**src/hw/rtl/hbff_pkg.sv**
```systemverilog
`timescale 1ns / 1ps
`default_nettype none

package hbff_pkg;

  // Pyramid geometry: 4096 flags, 16-bit words, three levels.
  localparam int WORD_LOG2  = 4;
  localparam int WORD_BITS  = 1 << WORD_LOG2;
  localparam int MAP_LOG2   = 12;
  localparam int SPAN_LOG2  = MAP_LOG2 - WORD_LOG2;
  localparam int LEAF_AW    = SPAN_LOG2;
  localparam int LEAF_COUNT = 1 << LEAF_AW;
  localparam int MID_AW     = SPAN_LOG2 - WORD_LOG2;
  localparam int MID_COUNT  = 1 << MID_AW;
  localparam int TOP_ACT    = SPAN_LOG2 % WORD_LOG2;

  typedef logic [WORD_BITS-1:0]  word_t;
  typedef logic [WORD_LOG2-1:0]  bitpos_t;
  typedef logic [MAP_LOG2-1:0]   pos_t;
  typedef logic [LEAF_AW-1:0]    leaf_addr_t;
  typedef logic [MID_AW-1:0]     mid_addr_t;
  typedef logic [2:0]            op_t;

  // Top word after a fill: only the active bits when the top is partly used.
  localparam word_t TOP_FILL = (TOP_ACT == 0) ? '1 :
                               word_t'((1 << (1 << TOP_ACT)) - 1);

  localparam op_t OP_GET  = 3'd0;
  localparam op_t OP_SET  = 3'd1;
  localparam op_t OP_FIND = 3'd2;
  localparam op_t OP_POP  = 3'd3;
  localparam op_t OP_FILL = 3'd4;

  typedef enum logic [2:0] {
    ST_IDLE,
    ST_TOP,
    ST_MID,
    ST_LEAF,
    ST_UP,
    ST_FILL,
    ST_DONE
  } state_t;

  typedef struct packed {
    logic accept;
    logic top_step;
    logic mid_step;
    logic leaf_step;
    logic leaf_get;
    logic leaf_find;
    logic leaf_write;
    logic up_step;
    logic fill_step;
    logic load_out;
  } cmd_t;

  typedef struct packed {
    op_t  in_op;
    op_t  op_q;
    logic top_zero;
  } status_t;

  // Trailing-zero count; zero word gives 0.
  function automatic bitpos_t tz(word_t w);
    bitpos_t n;
    n = '0;
    for (int i = WORD_BITS - 1; i >= 0; i--) begin
      if (w[i]) n = bitpos_t'(i);
    end
    return n;
  endfunction

  function automatic word_t put_bit(word_t w, bitpos_t sel, logic b);
    word_t one;
    one = word_t'(1) << sel;
    return b ? (w | one) : (w & ~one);
  endfunction

endpackage

`default_nettype wire

```
**src/hw/rtl/hbff_ctrl.sv**
```systemverilog
`timescale 1ns / 1ps
`default_nettype none

module hbff_ctrl (
  input  logic             clk,
  input  logic             rst,
  input  logic             req_valid,
  output logic             req_ready,
  output logic             rsp_valid,
  input  logic             rsp_ready,
  input  hbff_pkg::status_t status,
  output hbff_pkg::cmd_t    cmd
);

  import hbff_pkg::*;

  state_t state, state_next;

  always_ff @(posedge clk) begin
    if (rst) begin
      state     <= ST_IDLE;
      rsp_valid <= 1'b0;
    end else begin
      state <= state_next;
      if (cmd.load_out) rsp_valid <= 1'b1;
      else if (rsp_ready) rsp_valid <= 1'b0;
    end
  end

  assign req_ready = (state == ST_IDLE);

  always_comb begin
    state_next = state;
    cmd        = '0;
    case (state)
      ST_IDLE: begin
        if (req_valid) begin
          cmd.accept = 1'b1;
          case (status.in_op)
            OP_GET, OP_SET:  state_next = ST_LEAF;
            OP_FIND, OP_POP: state_next = ST_TOP;
            OP_FILL:         state_next = ST_FILL;
            default:         state_next = ST_DONE;
          endcase
        end
      end
      ST_TOP: begin
        cmd.top_step = 1'b1;
        state_next   = status.top_zero ? ST_DONE : ST_MID;
      end
      ST_MID: begin
        cmd.mid_step = 1'b1;
        state_next   = ST_LEAF;
      end
      ST_LEAF: begin
        cmd.leaf_step = 1'b1;
        state_next    = ST_DONE;
        case (status.op_q)
          OP_GET: cmd.leaf_get = 1'b1;
          OP_SET: begin
            cmd.leaf_write = 1'b1;
            state_next     = ST_UP;
          end
          OP_FIND: cmd.leaf_find = 1'b1;
          OP_POP: begin
            cmd.leaf_find  = 1'b1;
            cmd.leaf_write = 1'b1;
            state_next     = ST_UP;
          end
          default: ;
        endcase
      end
      ST_UP: begin
        cmd.up_step = 1'b1;
        state_next  = ST_DONE;
      end
      ST_FILL: begin
        cmd.fill_step = 1'b1;
        state_next    = ST_DONE;
      end
      ST_DONE: begin
        // hold until the output register is free
        if (!rsp_valid || rsp_ready) begin
          cmd.load_out = 1'b1;
          state_next   = ST_IDLE;
        end
      end
      default: state_next = ST_IDLE;
    endcase
  end

endmodule

`default_nettype wire

```
**config.mk**
```make
export PLATFORM = sky130hd
export DESIGN_NAME = hbff_ctrl
export DESIGN_NICKNAME = d
export VERILOG_FILES = /design/src/hw/rtl/hbff_pkg.sv /design/src/hw/rtl/hbff_ctrl.sv
export SDC_FILE = /design/constraint.sdc
export NUM_CORES = 1
export LEC_CHECK = 0
export BUFFER_PORTS_ARGS = -buffer_cell sky130_fd_sc_hd__buf_4
export CAP_MARGIN = 40
export CELL_PAD_IN_SITES_DETAIL_PLACEMENT = 1
export CELL_PAD_IN_SITES_GLOBAL_PLACEMENT = 1
export CORE_AREA = 5 5 42 44
export CTS_CLUSTER_DIAMETER = 40
export DETAILED_ROUTE_END_ITERATION = 10
export DIE_AREA = 0 0 47 49
export GPL_ROUTABILITY_DRIVEN = 0
export GPL_TIMING_DRIVEN = 0
export PLACE_DENSITY_LB_ADDON = 0.1
export SETUP_SLACK_MARGIN = 0.15
export SKIP_CTS_REPAIR_TIMING = 1
export SLEW_MARGIN = 40
export SYNTH_ARGS = -nofsm -noshare
export SYNTH_HDL_FRONTEND = slang
export SYNTH_SLANG_ARGS = --single-unit
```
**constraint.sdc**
```tcl
create_clock -name clk -period 1.9 [get_ports clk]
set_input_delay 0 -clock clk [delete_from_list [all_inputs] [get_ports clk]]
set_output_delay 0 -clock clk [all_outputs]
set_load 0.01 [all_outputs]
```
==> results.sh, run 1 <==
export IMPL_yosysSeqAreaShare_pct=24.24
export IMPL_cts_made_buffers=3
export IMPL_min_period_ns=1.499
export IMPL_ys_flop_type="dfxtp_1"
export IMPL_antenna_found_initial=0
export IMPL_syn_to_final_growth_pct=65.91
export IMPL_yosysMostFrequentCell="nor3b_1"
export IMPL_initial_core_util_pct=23.57
export IMPL_startpoint_type="register"
export IMPL_overflow=0
export IMPL_max_freq_mhz=666.9
export IMPL_die_w_um=47
export IMPL_first_global_vias=403
export IMPL_clock_latency_ns=0.24
export IMPL_wirelength_um=1020
export IMPL_hold_viol_final=0
export IMPL_hold_path_class="input pin to register"
export IMPL_clk_pin_slew_ns=0.04
export IMPL_ys_ff_latch=4
export IMPL_status="completed"
export IMPL_drv_cap=0
export IMPL_worstPathCellList="buf_2, and3b_1, nor2b_1, nor3b_1, buf_4"
export IMPL_power_frac_comb_pct=61.0
export IMPL_crit_buf_inv=2
export IMPL_rrSetupSlack_ns=0.53
export IMPL_avgSynthCellArea_um2=7.865
export IMPL_synth_nets=53
export IMPL_cp_top_family="simple AND/OR/NAND/NOR gates"
export IMPL_yosys_cell_types_count=24
export IMPL_crit_path_top_delay_cell="dfxtp_1"
export IMPL_ys_top_cells_by_count="nor3b_1 (5), dfxtp_1 (4), inv_1 (3), nor2_1 (3), nor3_1 (3)"
export IMPL_port_buffers=22
export IMPL_drive_above_1_share_pct=42.65
export IMPL_synth_top_area_share_pct=24.24
export IMPL_clk_path_buf_depth=2
export IMPL_switching_power_mw=0.2553
export IMPL_p_int_mw=0.3822
export IMPL_crit_arrival_ns=1.50
export IMPL_fin_nets=81
export IMPL_async_flop_share_pct=0
export IMPL_r2r_start="state[2]"
export IMPL_coreArea_um2=1401
export IMPL_dieArea_um2=2303
export IMPL_p_seq_share_pct=22.4
export IMPL_path_class="register to output pin"
export IMPL_end_kind="output pin"
export IMPL_first_pass_iters=3
export IMPL_ys_warn_count=0
export IMPL_synth_area_leader_cell="dfxtp_1"
export IMPL_dp_hpwl_um=825.3
export IMPL_fp_dieH_um=49
export IMPL_reg2reg_to="state[1]"
export IMPL_final_cells=84
export IMPL_vdd_drop_max_mv=0.5737
export IMPL_synth_edf_count=0
export IMPL_slew_viol_final=0
export IMPL_switching_share_pct=40.04
export IMPL_totalPowerFinal_mw=0.6375
export IMPL_worstRegToRegCells=3
export IMPL_drc_errors=0
export IMPL_fin_tns_setup_ns=0
export IMPL_clock_skew_ns=0.004244
export IMPL_syn_inst=42
export IMPL_antenna_cells=0
export IMPL_final_period_utilization_pct=78.92
export IMPL_io_pins=23
export IMPL_synthTopCellsByArea="dfxtp_1 (24%), nor3b_1 (11%), and3b_1 (5.3%), nor3_1 (4.5%), a2111oi_2 (4.5%)"
export IMPL_hold_path_endpoint="rsp_valid"
export IMPL_clkPwrFrac_pct=16.6
export IMPL_ant_nets=0
export IMPL_critPathLaunch="state[0]"
export IMPL_rsz0062_at_grt="false"
export IMPL_whs_ns=0.07360
export IMPL_vias=412
export IMPL_clock_sinks=4
export IMPL_grt_pass1_wl_um=1635
export IMPL_hp_start="rsp_ready"
export IMPL_setup_viol=0
export IMPL_path_max_fanout=10
export IMPL_whs_path_depth=3
export IMPL_num_rows=14
export IMPL_cp_depth=5
export IMPL_grt_max_degree=11
export IMPL_avgRoutedWirePerCell_um=12.14
export IMPL_grt_total_usage_pct=9.725
export IMPL_power_per_cell_area_nw_per_um2=1163
export IMPL_tightestPinTransition_ns=0.3652
export IMPL_cts_root_buf="clkbuf_4"
export IMPL_drt_iter0_markers=6
export IMPL_viasPerCell=4.905
export IMPL_cts_htree_levels=1
export IMPL_slowest_delay_ns=0.33
export IMPL_max_slew_margin_rel_pct=75.47
export IMPL_dp_cells=80
export IMPL_cts_tree="done"
export IMPL_syn_area_um2=330.3
export IMPL_p_leak_nw=0.2615
export IMPL_worst_endpoint_required_ns=1.90
export IMPL_fin_util_pct=39.11
==> logic make-up after synthesis <==
| family | count (synthesis) | share of synthesized area (%) |
|---|---|---|
| AND/OR/NAND/NOR | 24 | 47.73 |
| buffers and inverters | 6 | 7.196 |
| AO/OA/AOI/OAI | 8 | 20.83 |
| flip-flops | 4 | 24.24 |
==> final cells by class <==
type	count	area, um2
fill	182	853.3
tap	16	20.02
timing repair buffer	23	175.2
inverter	3	11.26
clock buffer	3	22.52
sequential	4	80.08
buffer	3	12.51
multi-input combinational	32	226.5
==> flip-flops by register name, indices dropped and copies added (netlist names) <==
| name | count |
|---|---|
| state | 3 |
| rsp_valid | 1 |
==> placed cells by master (no fill, tap or decap) <==
| master | n |
|---|---|
| a2111oi_2 | 1 |
| a211o_1 | 1 |
| a21oi_1 | 1 |
| a221o_1 | 1 |
| and2_1 | 2 |
| and3b_1 | 2 |
| buf_2 | 1 |
| buf_4 | 22 |
| clkbuf_1 | 2 |
| clkbuf_4 | 3 |
| dfxtp_1 | 4 |
| dlygate4sd3_1 | 1 |
| inv_1 | 3 |
| nand2_1 | 2 |
| nand2b_1 | 1 |
| nand3b_1 | 1 |
| nor2_1 | 3 |
| nor2b_1 | 2 |
| nor3_1 | 3 |
| nor3b_1 | 5 |
| nor4_1 | 1 |
| o211ai_1 | 1 |
| o21ai_0 | 1 |
| o21ba_2 | 1 |
| o21bai_1 | 1 |
| or4b_1 | 1 |
| or4b_4 | 1 |
==> how the worst max path moves through the flow <==
stage                          end
after floorplan           state[1]
after global placement    state[1]
after detailed placement  state[1]
after CTS                   cmd[5]
after global routing        cmd[5]
final                       cmd[5]
==> stage by stage <==
step | setup slack [ns] | instance area (um2)
floorplan | 0.6187 | 330.3
CTS | 0.3752 | 538.0
global placement | 0.5185 | 515.5
global route | 0.2586 | 548.0
detailed placement | 0.5255 | 515.5
finish | 0.4006 | 548.0
==> layer usage <==
metal	part of all wire, %	global-route usage, %	routed length [um]
met1	43	12.78	434
met2	45	12.67	458
met3	9.4	2.214	96
met4	2.9	8.295	30
met5	0	0	0
==> power groups by stage <==
stage                     Sequential, mW  Clock, mW  Combinational (mW)
final                              0.143      0.106               0.389
after global routing               0.148      0.115               0.432
after CTS                          0.143      0.112               0.396
after detailed placement           0.145          0               0.395
after global placement             0.143          0               0.395
after floorplan                    0.138          0               0.233
==> worst register-to-register path, stage by stage, from the launching register on <==
cell	delay (ns)
dfxtp_1	0.34
or4b_4	0.54
a2111oi_2	0.31
a211o_1	0.13
Note: power is estimated with default switching activity, not from simulation.
==> inputs of run 2 (changes only) <==
--- a/config.mk
+++ b/config.mk
@@ -5,14 +5,15 @@
 export SDC_FILE = /design/constraint.sdc
 export NUM_CORES = 1
 export LEC_CHECK = 0
+export ABC_AREA = 1
 export BUFFER_PORTS_ARGS = -buffer_cell sky130_fd_sc_hd__buf_4
 export CAP_MARGIN = 40
 export CELL_PAD_IN_SITES_DETAIL_PLACEMENT = 1
 export CELL_PAD_IN_SITES_GLOBAL_PLACEMENT = 1
-export CORE_AREA = 5 5 42 44
+export CORE_MARGIN = 5
+export CORE_UTILIZATION = 23
 export CTS_CLUSTER_DIAMETER = 40
 export DETAILED_ROUTE_END_ITERATION = 10
-export DIE_AREA = 0 0 47 49
 export GPL_ROUTABILITY_DRIVEN = 0
 export GPL_TIMING_DRIVEN = 0
 export PLACE_DENSITY_LB_ADDON = 0.1
==> constraint.sdc (replaced) <==
create_clock -name clk -period 1.38 [get_ports clk]
set_input_delay 0 -clock clk [delete_from_list [all_inputs] [get_ports clk]]
set_output_delay 0 -clock clk [all_outputs]
set_load 0.01 [all_outputs]
==> results.sh, run 2 <==
export IMPL_status="completed"
export IMPL_path_class="register to output pin"
export IMPL_reg2reg_to="state[2]"
export IMPL_r2r_start="state[1]"
export IMPL_fin_tns_setup_ns=0
export IMPL_p_leak_nw=0.3237
export IMPL_final_period_utilization_pct=92.45
export IMPL_synth_edf_count=0
export IMPL_end_kind="output pin"
export IMPL_rsz0062_at_grt="true"
export IMPL_hp_start="rsp_ready"
export IMPL_yosys_cell_types_count=16
export IMPL_avgRoutedWirePerCell_um=10.05
export IMPL_synth_top_family_by_area="simple AND/OR/NAND/NOR gates"
export IMPL_crit_arrival_ns=1.28
export IMPL_syn_inst=58
export IMPL_overflow=0
export IMPL_clock_sinks=4
export IMPL_ys_ff_latch=4
export IMPL_cts_htree_levels=1
export IMPL_die_w_um=48.61
export IMPL_antenna_found_initial=0
export IMPL_avgSynthCellArea_um2=5.911
export IMPL_path_max_fanout=5
export IMPL_fin_nets=101
export IMPL_hold_viol_final=0
export IMPL_dpl_worst_slack_ns=0.2439
export IMPL_io_pins=23
export IMPL_largestRegisters="state x3, rsp_valid x1"
export IMPL_rrSetupSlack_ns=0.30
export IMPL_setup_viol=0
export IMPL_power_per_cell_area_nw_per_um2=1707
export IMPL_worst_endpoint_required_ns=1.38
export IMPL_grt_max_degree=9
export IMPL_vias=449
export IMPL_min_period_ns=1.276
export IMPL_synth_area_leader_cell="dfxtp_1"
export IMPL_vdd_drop_max_mv=0.6267
export IMPL_drive_above_1_share_pct=50.00
export IMPL_async_flop_share_pct=0
export IMPL_setup_slack_ns=0.1041
export IMPL_synth_simple_area_share_pct=54.01
export IMPL_ant_nets=0
export IMPL_grt_pass1_wl_um=1828
export IMPL_clk_pin_slew_ns=0.04
export IMPL_first_pass_iters=2
export IMPL_cts_made_buffers=3
export IMPL_synth_nets=69
export IMPL_dp_cells=96
export IMPL_clock_latency_ns=0.24
export IMPL_whs_ns=0.05711
export IMPL_clock_skew_ns=0.001789
export IMPL_antenna_cells=0
export IMPL_drc_errors=0
export IMPL_synth_top_area_share_pct=23.36
export IMPL_final_area_um2=620.6
export IMPL_dp_hpwl_um=871
export IMPL_synthXorXnorAreaFrac_pct=0
export IMPL_largest_reg_flops=3
export IMPL_startpoint_type="register"
export IMPL_ys_warn_count=0
export IMPL_yosysSeqAreaShare_pct=23.36
export IMPL_ys_top_cells_by_count="nand2_1 (14), nor2_1 (12), inv_1 (9)"
export IMPL_grt_total_usage_pct=9.473
export IMPL_slew_viol_final=0
export IMPL_max_freq_mhz=783.8
export IMPL_syn_area_um2=342.8
export IMPL_viasPerCell=4.317
export IMPL_wirelength_um=1045
export IMPL_final_cells=104
export IMPL_yosysMostFrequentCell="nand2_1"
export IMPL_synth_mux_area_fraction_pct=0
export IMPL_clk_path_buf_depth=2
export IMPL_hold_path_class="input pin to register"
export IMPL_tightestPinTransition_ns=0.2350
export IMPL_first_global_vias=456
export IMPL_post_dp_cell_area_um2=528.0
export IMPL_synthAdderAreaFrac_pct=0
export IMPL_syn_to_final_growth_pct=81.02
export IMPL_max_slew_margin_rel_pct=84.19
export IMPL_dieArea_um2=2362
export IMPL_coreArea_um2=1454
export IMPL_fp_dieH_um=48.61
export IMPL_port_buffers=22
export IMPL_num_rows=14
export IMPL_hold_path_endpoint="rsp_valid"
export IMPL_mostFrequentLayoutCell="buf_4"
export IMPL_drt_iter0_markers=6
export IMPL_synth_compound_area_share_pct=7.299
export IMPL_drv_cap=0
export IMPL_cts_tree="done"
export IMPL_regMostFlops="state"
export IMPL_initial_core_util_pct=23.58
export IMPL_whs_path_depth=4
export IMPL_cts_root_buf="clkbuf_4"
export IMPL_ys_flop_type="dfxtp_1"
export IMPL_worstRegToRegCells=7
export IMPL_final_cell_mix="buf_4 (26), nand2_1 (14), nor2_1 (10), inv_1 (7), nand3_1 (4)"
export IMPL_synthTopCellsByArea="dfxtp_1 (23%), nand2_1 (15%), nor2_1 (13%), inv_1 (9.9%), nand3_1 (5.8%)"
-- run 2: cell types whose count changed after synthesis, moves of 4 or more --
cell     previous run  this run
inv_1               3         9
nor3b_1             5         0
nand3_1             0         4
nand2_1             2        14
nor2_1              3        12
-- run 2: worst max path at each step --
stage / start / endpoint / slack, ns / cells past startpoint
2_1_floorplan: state[0] / state[2] / 0.36 / 6
3_3_place_gp: state[2] / state[2] / 0.24 / 5
3_5_place_dp: state[0] / cmd[5] / 0.24 / 5
4_1_cts: state[0] / cmd[5] / -0.008 / 5
5_1_grt: state[1] / cmd[5] / 0.002 / 6
6_report: state[1] / cmd[5] / 0.10 / 6
-- run 2: cells by family (layout without fill, tap and decap cells) --
| group | count (synthesis) | count (layout) |
|---|---|---|
| AO/OA/AOI/OAI | 5 | 5 |
| buffers and inverters | 11 | 41 |
| flip-flops | 4 | 4 |
| AND/OR/NAND/NOR | 38 | 38 |
-- run 2: power breakdown --
group	switching, mW	internal [mW]	total, mW
logic	0.356	0.334	0.690
clock network	0.0485	0.0973	0.146
registers	0.0513	0.172	0.224
-- run 2: area by class of cell --
type	count	area, um2
repair buffers	27	205.2
fillers	203	833.3
clock buffers	3	22.52
plain buffers	1	15.01
flip-flops and latches	4	88.84
inverters	10	40.04
well taps	16	20.02
multi-input cells	43	229.0
-- run 2: routing by layer --
metal	vias up	part of all wire [%]	GRT usage, %
met2	12	52	15.87
met3	2	7.8	6.442
met4	0	0.29	2.691
met5	-	0	0
met1	195	40	9.392
li1	240	-	-
-- run 2: critical path, stage by stage (launching register included) --
cell and delay [ns]:
dfxtp_2 0.33, buf_8 0.11, nand2_4 0.05, nor2_4 0.14, inv_2 0.06, nor4_4 0.19, buf_4 0.15
-- run 2: stage by stage --
step / util (%) / power [mW]
final: 42.69 / 1.060
after CTS: 37.87 / 0.9650
after floorplan: - / 0.5852
after detailed placement: 36.32 / 0.8167
after global routing: 42.69 / 1.181
after global placement: 36.32 / 0.8140
==> inputs of run 3 (changes only) <==
--- a/config.mk
+++ b/config.mk
@@ -12,12 +12,13 @@
 export CELL_PAD_IN_SITES_GLOBAL_PLACEMENT = 1
 export CORE_MARGIN = 5
 export CORE_UTILIZATION = 23
+export CTS_BUF_LIST = sky130_fd_sc_hd__clkbuf_16
 export CTS_CLUSTER_DIAMETER = 40
 export DETAILED_ROUTE_END_ITERATION = 10
 export GPL_ROUTABILITY_DRIVEN = 0
 export GPL_TIMING_DRIVEN = 0
 export PLACE_DENSITY_LB_ADDON = 0.1
-export SETUP_SLACK_MARGIN = 0.15
+export SETUP_SLACK_MARGIN = 0.05
 export SKIP_CTS_REPAIR_TIMING = 1
 export SLEW_MARGIN = 40
 export SYNTH_ARGS = -nofsm -noshare
==> results.sh, run 3 (same netlist as run 2, synthesis figures left out) <==
export IMPL_status="completed"
export IMPL_ant_nets=0
export IMPL_clock_skew_ns=0.001425
export IMPL_first_global_vias=478
export IMPL_totalPowerFinal_mw=1.361
export IMPL_grt_total_usage_pct=10.54
export IMPL_setup_slack_ns=0.1159
export IMPL_regMostFlops="state"
export IMPL_largest_reg_flops=3
export IMPL_drive_above_1_share_pct=47.73
export IMPL_crit_arrival_ns=1.26
export IMPL_whs_path_depth=4
export IMPL_cts_root_buf="clkbuf_16"
export IMPL_tightestPinTransition_ns=0.2349
export IMPL_drv_cap=0
export IMPL_overflow=0
export IMPL_worst_endpoint_required_ns=1.38
export IMPL_power_per_cell_area_nw_per_um2=2037
export IMPL_antenna_found_initial=0
export IMPL_drc_errors=0
export IMPL_nFillCells=197
export IMPL_port_buffers=22
export IMPL_initial_core_util_pct=23.58
export IMPL_clkPwrFrac_pct=33.0
export IMPL_clk_path_buf_depth=2
export IMPL_mostFrequentLayoutCell="buf_4"
export IMPL_io_pins=23
export IMPL_worstPathCellList="buf_8, nand2_4, nor2_4, inv_2, nor4_4, buf_4"
export IMPL_final_period_utilization_pct=91.61
export IMPL_num_rows=14
export IMPL_dpl_worst_slack_ns=0.2439
export IMPL_coreArea_um2=1454
export IMPL_p_seq_share_pct=16.3
export IMPL_slew_viol_final=0
export IMPL_switching_power_mw=0.4888
export IMPL_rsz0062_at_grt="true"
export IMPL_max_freq_mhz=791.0
export IMPL_dp_cells=96
export IMPL_fin_util_pct=45.96
export IMPL_power_frac_comb_pct=50.7
export IMPL_end_kind="output pin"
export IMPL_switching_share_pct=35.92
export IMPL_clock_sinks=4
export IMPL_min_period_ns=1.264
export IMPL_dieArea_um2=2362
export IMPL_antenna_cells=0
export IMPL_fp_dieH_um=48.61
export IMPL_first_pass_iters=4
export IMPL_dp_hpwl_um=871
export IMPL_avgRoutedWirePerCell_um=11.17
export IMPL_slowest_delay_ns=0.32
export IMPL_path_class="register to output pin"
export IMPL_syn_to_final_growth_pct=94.89
export IMPL_max_slew_margin_rel_pct=84.19
export IMPL_cts_htree_levels=1
export IMPL_fin_nets=101
export IMPL_cts_tree="done"
export IMPL_cts_made_buffers=3
export IMPL_vdd_drop_max_mv=0.6860
export IMPL_setup_viol=0
export IMPL_viasPerCell=4.462
export IMPL_path_max_fanout=5
export IMPL_clk_pin_slew_ns=0.03
export IMPL_p_int_mw=0.8720
export IMPL_grt_pass1_wl_um=1945
export IMPL_final_cell_mix="buf_4 (26), nand2_1 (14), nor2_1 (12), inv_1 (7), nand3_1 (4)"
export IMPL_crit_path_top_delay_cell="dfxtp_2"
export IMPL_final_cells=104
export IMPL_hold_viol_final=0
export IMPL_worstRegToRegCells=7
export IMPL_die_w_um=48.61
export IMPL_clock_latency_ns=0.22
export IMPL_largestRegisters="state x3, rsp_valid x1"
export IMPL_p_leak_nw=0.3467
export IMPL_grt_max_degree=9
export IMPL_drt_iter0_markers=1
export IMPL_hold_path_class="input pin to register"
export IMPL_vias=464
export IMPL_wirelength_um=1162
export IMPL_startpoint_type="register"
==> run 3: final timing paths <==
check                               start         to  slack (ns)
worst max-delay path             state[1]     cmd[5]        0.12
worst min register to register  rsp_valid  rsp_valid        0.58
worst max register to register   state[2]   state[1]        0.28
worst min-delay path            rsp_ready  rsp_valid        0.08
==> run 3: metal layers <==
layer,GRT usage (%),vias up,share of wire [%]
li1,-,240,-
met1,9.945,207,37
met2,16.96,15,54
met3,6.442,2,7.0
met4,6.726,0,1.7
met5,0,-,0
==> run 3: per-stage QoR <==
stage | setup TNS, ns | area [um2] | hold slack (ns)
after floorplan | 0 | 342.8 | 0.03377
after global placement | 0 | 528.0 | 0.1941
after detailed placement | 0 | 528.0 | 0.1938
after CTS | -0.0008488 | 603.1 | -0.04449
after global routing | 0 | 668.1 | 0.1140
final | 0 | 668.1 | 0.08245
==> run 3: worst max-delay path: cells and delay by family, from the launching register on <==
family,cells,cell delay (ns)
simple gates,3,0.38
buf+inv,3,0.32
flops,1,0.32
==> run 3: cell type report <==
type / instances / area, um2 / area share (%)
plain buffers: 1 / 15.01 / 2.247
clock buffers: 3 / 75.07 / 11.24
inverters: 10 / 40.04 / 5.993
multi-input cells: 43 / 224.0 / 33.52
flip-flops and latches: 4 / 88.84 / 13.30
well taps: 16 / 20.02 / 2.996
repair buffers: 27 / 205.2 / 30.71
==> run 3: power by group through the flow <==
stage / clock [mW] / sequential [mW] / combinational [mW]
5_1_grt: 0.473 / 0.232 / 0.781
2_1_floorplan: 0 / 0.204 / 0.381
3_3_place_gp: 0 / 0.217 / 0.597
3_5_place_dp: 0 / 0.218 / 0.598
4_1_cts: 0.460 / 0.216 / 0.602
6_report: 0.449 / 0.222 / 0.690
